$ cat src/hw/rtl/cwsc_pkg.sv
`default_nettype none
package cwsc_pkg;

   // default sizes
   localparam int CWSC_MAX_VERTICES = 16;
   localparam int CWSC_COORD_BITS   = 16;

   // fixed field widths
   localparam int VC_W  = 5;
   localparam int IDX_W = 4;

   // Q2.16 edge parameter
   localparam int T_W    = 18;
   localparam int T_FRAC = 16;
   localparam logic [T_W-1:0] T_ONE  = 18'h10000;
   localparam logic [T_W-1:0] T_MAX  = 18'h1FFFF;
   localparam logic [T_W-1:0] T_MIN  = 18'h20000;
   localparam int T_HALF = 32768;

   localparam logic [VC_W-1:0] VC_RESET = 5'd4;
   localparam int MIN_VERTICES = 3;

   // sequencing
   localparam int DIV_CNT_W = 5;
   localparam logic [DIV_CNT_W-1:0] DIV_LAST = 5'd17;
   localparam logic [1:0] LERP_LAST = 2'd3;

   typedef enum logic {
      REQ_LOAD  = 1'b0,
      REQ_POINT = 1'b1
   } req_kind_type;

   typedef enum logic [3:0] {
      ST_IDLE,
      ST_READ,
      ST_DIFF,
      ST_MUL,
      ST_SUM,
      ST_ABS,
      ST_TEST,
      ST_DIV,
      ST_UPDATE,
      ST_LERP_MUL,
      ST_LERP_ADD,
      ST_FINISH
   } state_type;

   typedef struct packed {
      logic take;
      logic mem_read;
      logic diff_en;
      logic mul_en;
      logic sum_en;
      logic abs_en;
      logic div_load;
      logic div_step;
      logic update_en;
      logic edge_next;
      logic lerp_mul;
      logic lerp_add;
      logic out_load;
   } cmd_type;

   typedef struct packed {
      logic req_valid;
      logic forms_seg;
      logic den_zero;
      logic num_neg;
      logic sat;
      logic div_last;
      logic upd_reject;
      logic last_edge;
      logic lerp_last;
      logic out_free;
   } sts_type;

endpackage
`default_nettype wire

$ cat src/hw/rtl/cwsc_ctrl.sv
`default_nettype none
module cwsc_ctrl
   import cwsc_pkg::*;
(
   input  wire logic    clock,
   input  wire logic    reset,
   input  wire sts_type sts,
   output cmd_type      cmd
);

   state_type state_ff, state_in;

   // state register
   always_ff @(posedge clock) begin
      if (reset) begin
         state_ff <= ST_IDLE;
      end else begin
         state_ff <= state_in;
      end
   end

   // next state
   always_comb begin
      state_in = state_ff;
      case (state_ff)
         ST_IDLE: begin
            if (sts.req_valid && sts.forms_seg) state_in = ST_READ;
         end
         ST_READ:  state_in = ST_DIFF;
         ST_DIFF:  state_in = ST_MUL;
         ST_MUL:   state_in = ST_SUM;
         ST_SUM:   state_in = ST_ABS;
         ST_ABS:   state_in = ST_TEST;
         ST_TEST: begin
            if (sts.den_zero) begin
               if (sts.num_neg)        state_in = ST_IDLE;
               else if (sts.last_edge) state_in = ST_LERP_MUL;
               else                    state_in = ST_READ;
            end else if (sts.sat) begin
               state_in = ST_UPDATE;
            end else begin
               state_in = ST_DIV;
            end
         end
         ST_DIV: begin
            if (sts.div_last) state_in = ST_UPDATE;
         end
         ST_UPDATE: begin
            if (sts.upd_reject)     state_in = ST_IDLE;
            else if (sts.last_edge) state_in = ST_LERP_MUL;
            else                    state_in = ST_READ;
         end
         ST_LERP_MUL: state_in = ST_LERP_ADD;
         ST_LERP_ADD: begin
            if (sts.lerp_last) state_in = ST_FINISH;
            else               state_in = ST_LERP_MUL;
         end
         ST_FINISH: begin
            if (sts.out_free) state_in = ST_IDLE;
         end
         default: state_in = ST_IDLE;
      endcase
   end

   // commands
   always_comb begin
      cmd = '0;
      case (state_ff)
         ST_IDLE:     cmd.take      = 1'b1;
         ST_READ:     cmd.mem_read  = 1'b1;
         ST_DIFF:     cmd.diff_en   = 1'b1;
         ST_MUL:      cmd.mul_en    = 1'b1;
         ST_SUM:      cmd.sum_en    = 1'b1;
         ST_ABS:      cmd.abs_en    = 1'b1;
         ST_TEST: begin
            cmd.div_load  = 1'b1;
            cmd.edge_next = sts.den_zero && !sts.num_neg && !sts.last_edge;
         end
         ST_DIV:      cmd.div_step  = 1'b1;
         ST_UPDATE: begin
            cmd.update_en = 1'b1;
            cmd.edge_next = !sts.upd_reject && !sts.last_edge;
         end
         ST_LERP_MUL: cmd.lerp_mul  = 1'b1;
         ST_LERP_ADD: cmd.lerp_add  = 1'b1;
         ST_FINISH:   cmd.out_load  = sts.out_free;
         default:     cmd = '0;
      endcase
   end

   // checks
   a_out_free: assert property (@(posedge clock) disable iff (reset)
      cmd.out_load |-> sts.out_free) else $error("result loaded over a pending one");
   a_div_update: assert property (@(posedge clock) disable iff (reset)
      (state_ff == ST_DIV && sts.div_last) |=> state_ff == ST_UPDATE)
      else $error("divider finish not followed by update");
   a_div_nosat: assert property (@(posedge clock) disable iff (reset)
      state_ff == ST_DIV |-> !sts.sat) else $error("dividing a saturated quotient");
   a_lerp_order: assert property (@(posedge clock) disable iff (reset)
      state_ff == ST_LERP_ADD |-> $past(state_ff) == ST_LERP_MUL)
      else $error("interpolation add without product");

endmodule
`default_nettype wire

$ cat config.mk
export PLATFORM = sky130hd
export DESIGN_NAME = cwsc_ctrl
export DESIGN_NICKNAME = d
export VERILOG_FILES = /design/src/hw/rtl/cwsc_pkg.sv /design/src/hw/rtl/cwsc_ctrl.sv
export SDC_FILE = /design/constraint.sdc
export NUM_CORES = 1
export LEC_CHECK = 0
export BUFFER_PORTS_ARGS = -buffer_cell sky130_fd_sc_hd__buf_2
export CAP_MARGIN = 20
export CORE_AREA = 2 2 39 41
export CTS_BUF_LIST = sky130_fd_sc_hd__clkbuf_8
export CTS_CLUSTER_DIAMETER = 100
export DETAILED_ROUTE_END_ITERATION = 6
export DIE_AREA = 0 0 41 43
export PLACE_DENSITY_LB_ADDON = 0.2
export SLEW_MARGIN = 20
export SYNTH_ARGS = -nofsm -noshare
export SYNTH_HDL_FRONTEND = slang
export SYNTH_SLANG_ARGS = --single-unit
$ cat constraint.sdc
create_clock -name clock -period 3.9 [get_ports clock]
set_clock_uncertainty 0.2 [all_clocks]
set_input_delay 0.78 -clock clock [delete_from_list [all_inputs] [get_ports clock]]
set_output_delay 0.78 -clock clock [all_outputs]
set_load 0.05 [all_outputs]
==> flow_summary_export.csv <==
group,metric,value,unit
run_status,status,"complete, no violations",
die,initial_core_util,34.3,%
yosys,synth-simple-area-share,36.9,%
grt,grt_use_total,14.9,%
yosys,yosysTopAreaCell,"dfxtp_1",
clock_tree,h-tree-depth,1,
sta,slew_headroom,63.9,%
clock_tree,numCtsBuffers,3,
finish,multi_input_area,347,µm²
yosys,synth_edf_count,0,
yosys,synth-seq-area-share,16.9,%
grt,grt_max_degree,19,
die,core,1380,µm²
placed_design,io_buffers,24,
hold_path,hp-class,"flip-flop to flip-flop",
worst_setup_path,critPathArrivalTime,1990,ps
die,die_height,43,µm
die,dieArea,1760,µm²
pwr,p_leak,0.296,nW
pwr,vdd_drop_max,252,µV
pwr,p_sw,0.0898,mW
routing,viasPerCell,5.09,
finish,nets,100,
die,core.rowCount,14,
grt,grt_antenna_before_repair,0,
finish,drive_gt1_share,38.4,%
yosys,synth_ff_type,"dfxtp_1",
sta,whs,546,ps
yosys,syn_inst,65,
pwr,power_density,365,nW/µm²
die,die_w,41,µm
yosys,netlist.area_leader.share,16.9,%
clock_tree,post_cts_resized,0,
finish,nFillCells,150,
yosys,synth_top_family_by_area,"simple AND/OR/NAND/NOR gates",
clock_tree,path_clk_slew,30,ps
routing,drt_iter0_drc,8,
yosys,ys_top_cells_by_area,"dfxtp_1, nand2b_1, nor3_1, o32ai_4, a21oi_1",
grt,overflow,0,
worst_setup_path,start_kind,"flip-flop",
yosys,synthMuxAreaShare,2.37,%
yosys,synth_compound_area_share,31.9,%
sta,worstMarginPinSlew,541,ps
routing,first_pass_iters,4,
clock_tree,postCtsHoldBufs,0,
sta,setup_viol_count_final,0,
pwr,finalPower,0.227,mW
worst_setup_path,crit_fanout,18,
sta,hold_viol,0,
pwr,seqPwrFrac,26.9,%
flow_run,cap_violations,0,
routing,drc,0,
pwr,p_int,0.138,mW
sta,fmax,337,MHz
yosys,synth_cell_types,31,
finish,diodes,0,
clock_tree,clkSinkCount,4,
yosys,postSynthAreaPerCell,7.30,µm²
routing,ant_nets,0,
yosys,synth_fa_ha_area_share,0,%
routing,vias,519,
placed_design,gp_congestion,0.804,
yosys,synth-xor-area-share,1.85,%
clock_tree,clock_latency,220,ps
worst_setup_path,critPathKind,"flip-flop to output pin",
routing,drt-total-wl,1.14,mm
finish,synthToLayoutAreaGrowth,31.4,%
pwr,pwr-share-comb,33.9,%
clock_tree,cts_buffer_depth,2,
placed_design,dpl-instance-area,582,µm²
finish,largest_register_ffs,4,
finish,fin_util,45.0,%
yosys,ys_ff_latch,4,
yosys,ys_top_cells_by_count,"nor2_1, nor3_1, a21oi_1, nand2b_1",
grt,grt_pass1_vias,426,
worst_setup_path,critPathCaptureType,"output pin",
yosys,synth_nets,77,
worst_setup_path,crit_required,2920,ps
sta,fin_crit,2970,ps
finish,ff_latch_area,80.1,µm²
sta,rsz0062_at_grt,"false",
finish,largest_registers,"state_ff x4",
grt,grt_pass1_wl,1.78,mm
clock_tree,post-cts-setup-buffer-count,0,
finish,final_area,623,µm²
routing,avgRoutedWirePerCell,11.2,µm
yosys,yosysWarnings,0,
pwr,pwr-share-clk,39.2,%
sta,slew_violations,0,
yosys,syn-cell-area,474,µm²
die,io_pins,25,
sta,finalSetupTns,0,ps
sta,post-route-period-util,76.1,%
pwr,swShare,39.5,%
finish,largest-register,"state_ff",
clock_tree,cts_root_buf,"clkbuf_8",
clock_tree,cts_tree,"yes",
yosys,async_reset_ff_share,0,%
placed_design,place_hpwl,800,µm
[routing by layer]
| layer | share of wire, % | GRT usage [%] |
|---|---|---|
| met1 | 46 | 18.6 |
| met2 | 45 | 21.6 |
| met3 | 6.2 | 1.57 |
| met4 | 3.0 | 12.0 |
| met5 | 0 | 0 |
[worst max-delay path, stage by stage (launching register included)]
cell and delay (ps):
dfxtp_1 640, or4b_4 550, o32ai_4 160, nor2b_1 150
buf_2 260
[layout by cell type (no fill, tap or decap), drive strengths merged, types with 2 or more instances in the layout]
| cell type | instances |
|---|---|
| buf | 24 |
| nor2 | 6 |
| nor3 | 6 |
| nand2b | 5 |
| a21oi | 5 |
| nand2 | 4 |
| inv | 4 |
| dfxtp | 4 |
| nor3b | 3 |
| clkbuf | 3 |
| o21ai | 3 |
| nor2b | 2 |
| a221oi | 2 |
| o32ai | 2 |
[layout make-up]
class	count	area share, %
well taps	16	3.21
clock buffers	3	6.63
repair buffers	24	19.3
inverters	4	2.41
flip-flops and latches	4	12.9
multi-input cells	51	55.6
[final timing paths]
| path | slack (ps) | to | start | cells past startpoint |
|---|---|---|---|---|
| setup / recovery | 930 | cmd[3] | state_ff[3] | 4 |
| hold / removal | 550 | state_ff[2] | state_ff[3] | 1 |
| setup reg to reg | 1950 | state_ff[3] | state_ff[3] | 4 |
| hold reg to reg | 550 | state_ff[2] | state_ff[3] | 1 |
[per-stage QoR]
step,setup slack (ps),cells
5_1_grt,835,102
4_1_cts,946,102
2_1_floorplan,897,65
3_5_place_dp,1180,99
6_report,932,102
3_3_place_gp,1210,99
[power by group through the flow]
stage | logic [mW] | registers (mW) | clock network (mW)
after global placement | 0.0773 | 0.0617 | 0
final | 0.0771 | 0.0611 | 0.0891
after global routing | 0.0836 | 0.0630 | 0.0927
after CTS | 0.0774 | 0.0609 | 0.0910
after detailed placement | 0.0772 | 0.0613 | 0
after floorplan | 0.0748 | 0.0480 | 0
[cell families (layout without fill, tap and decap cells)]
group           after synthesis  after routing
simple gates                 31             31
buf+inv                      10             31
mux                           1              1
flops                         4              4
compound gates               18             18
xor+xnor                      1              1
No activity file was read; power rests on OpenSTA's default activity.
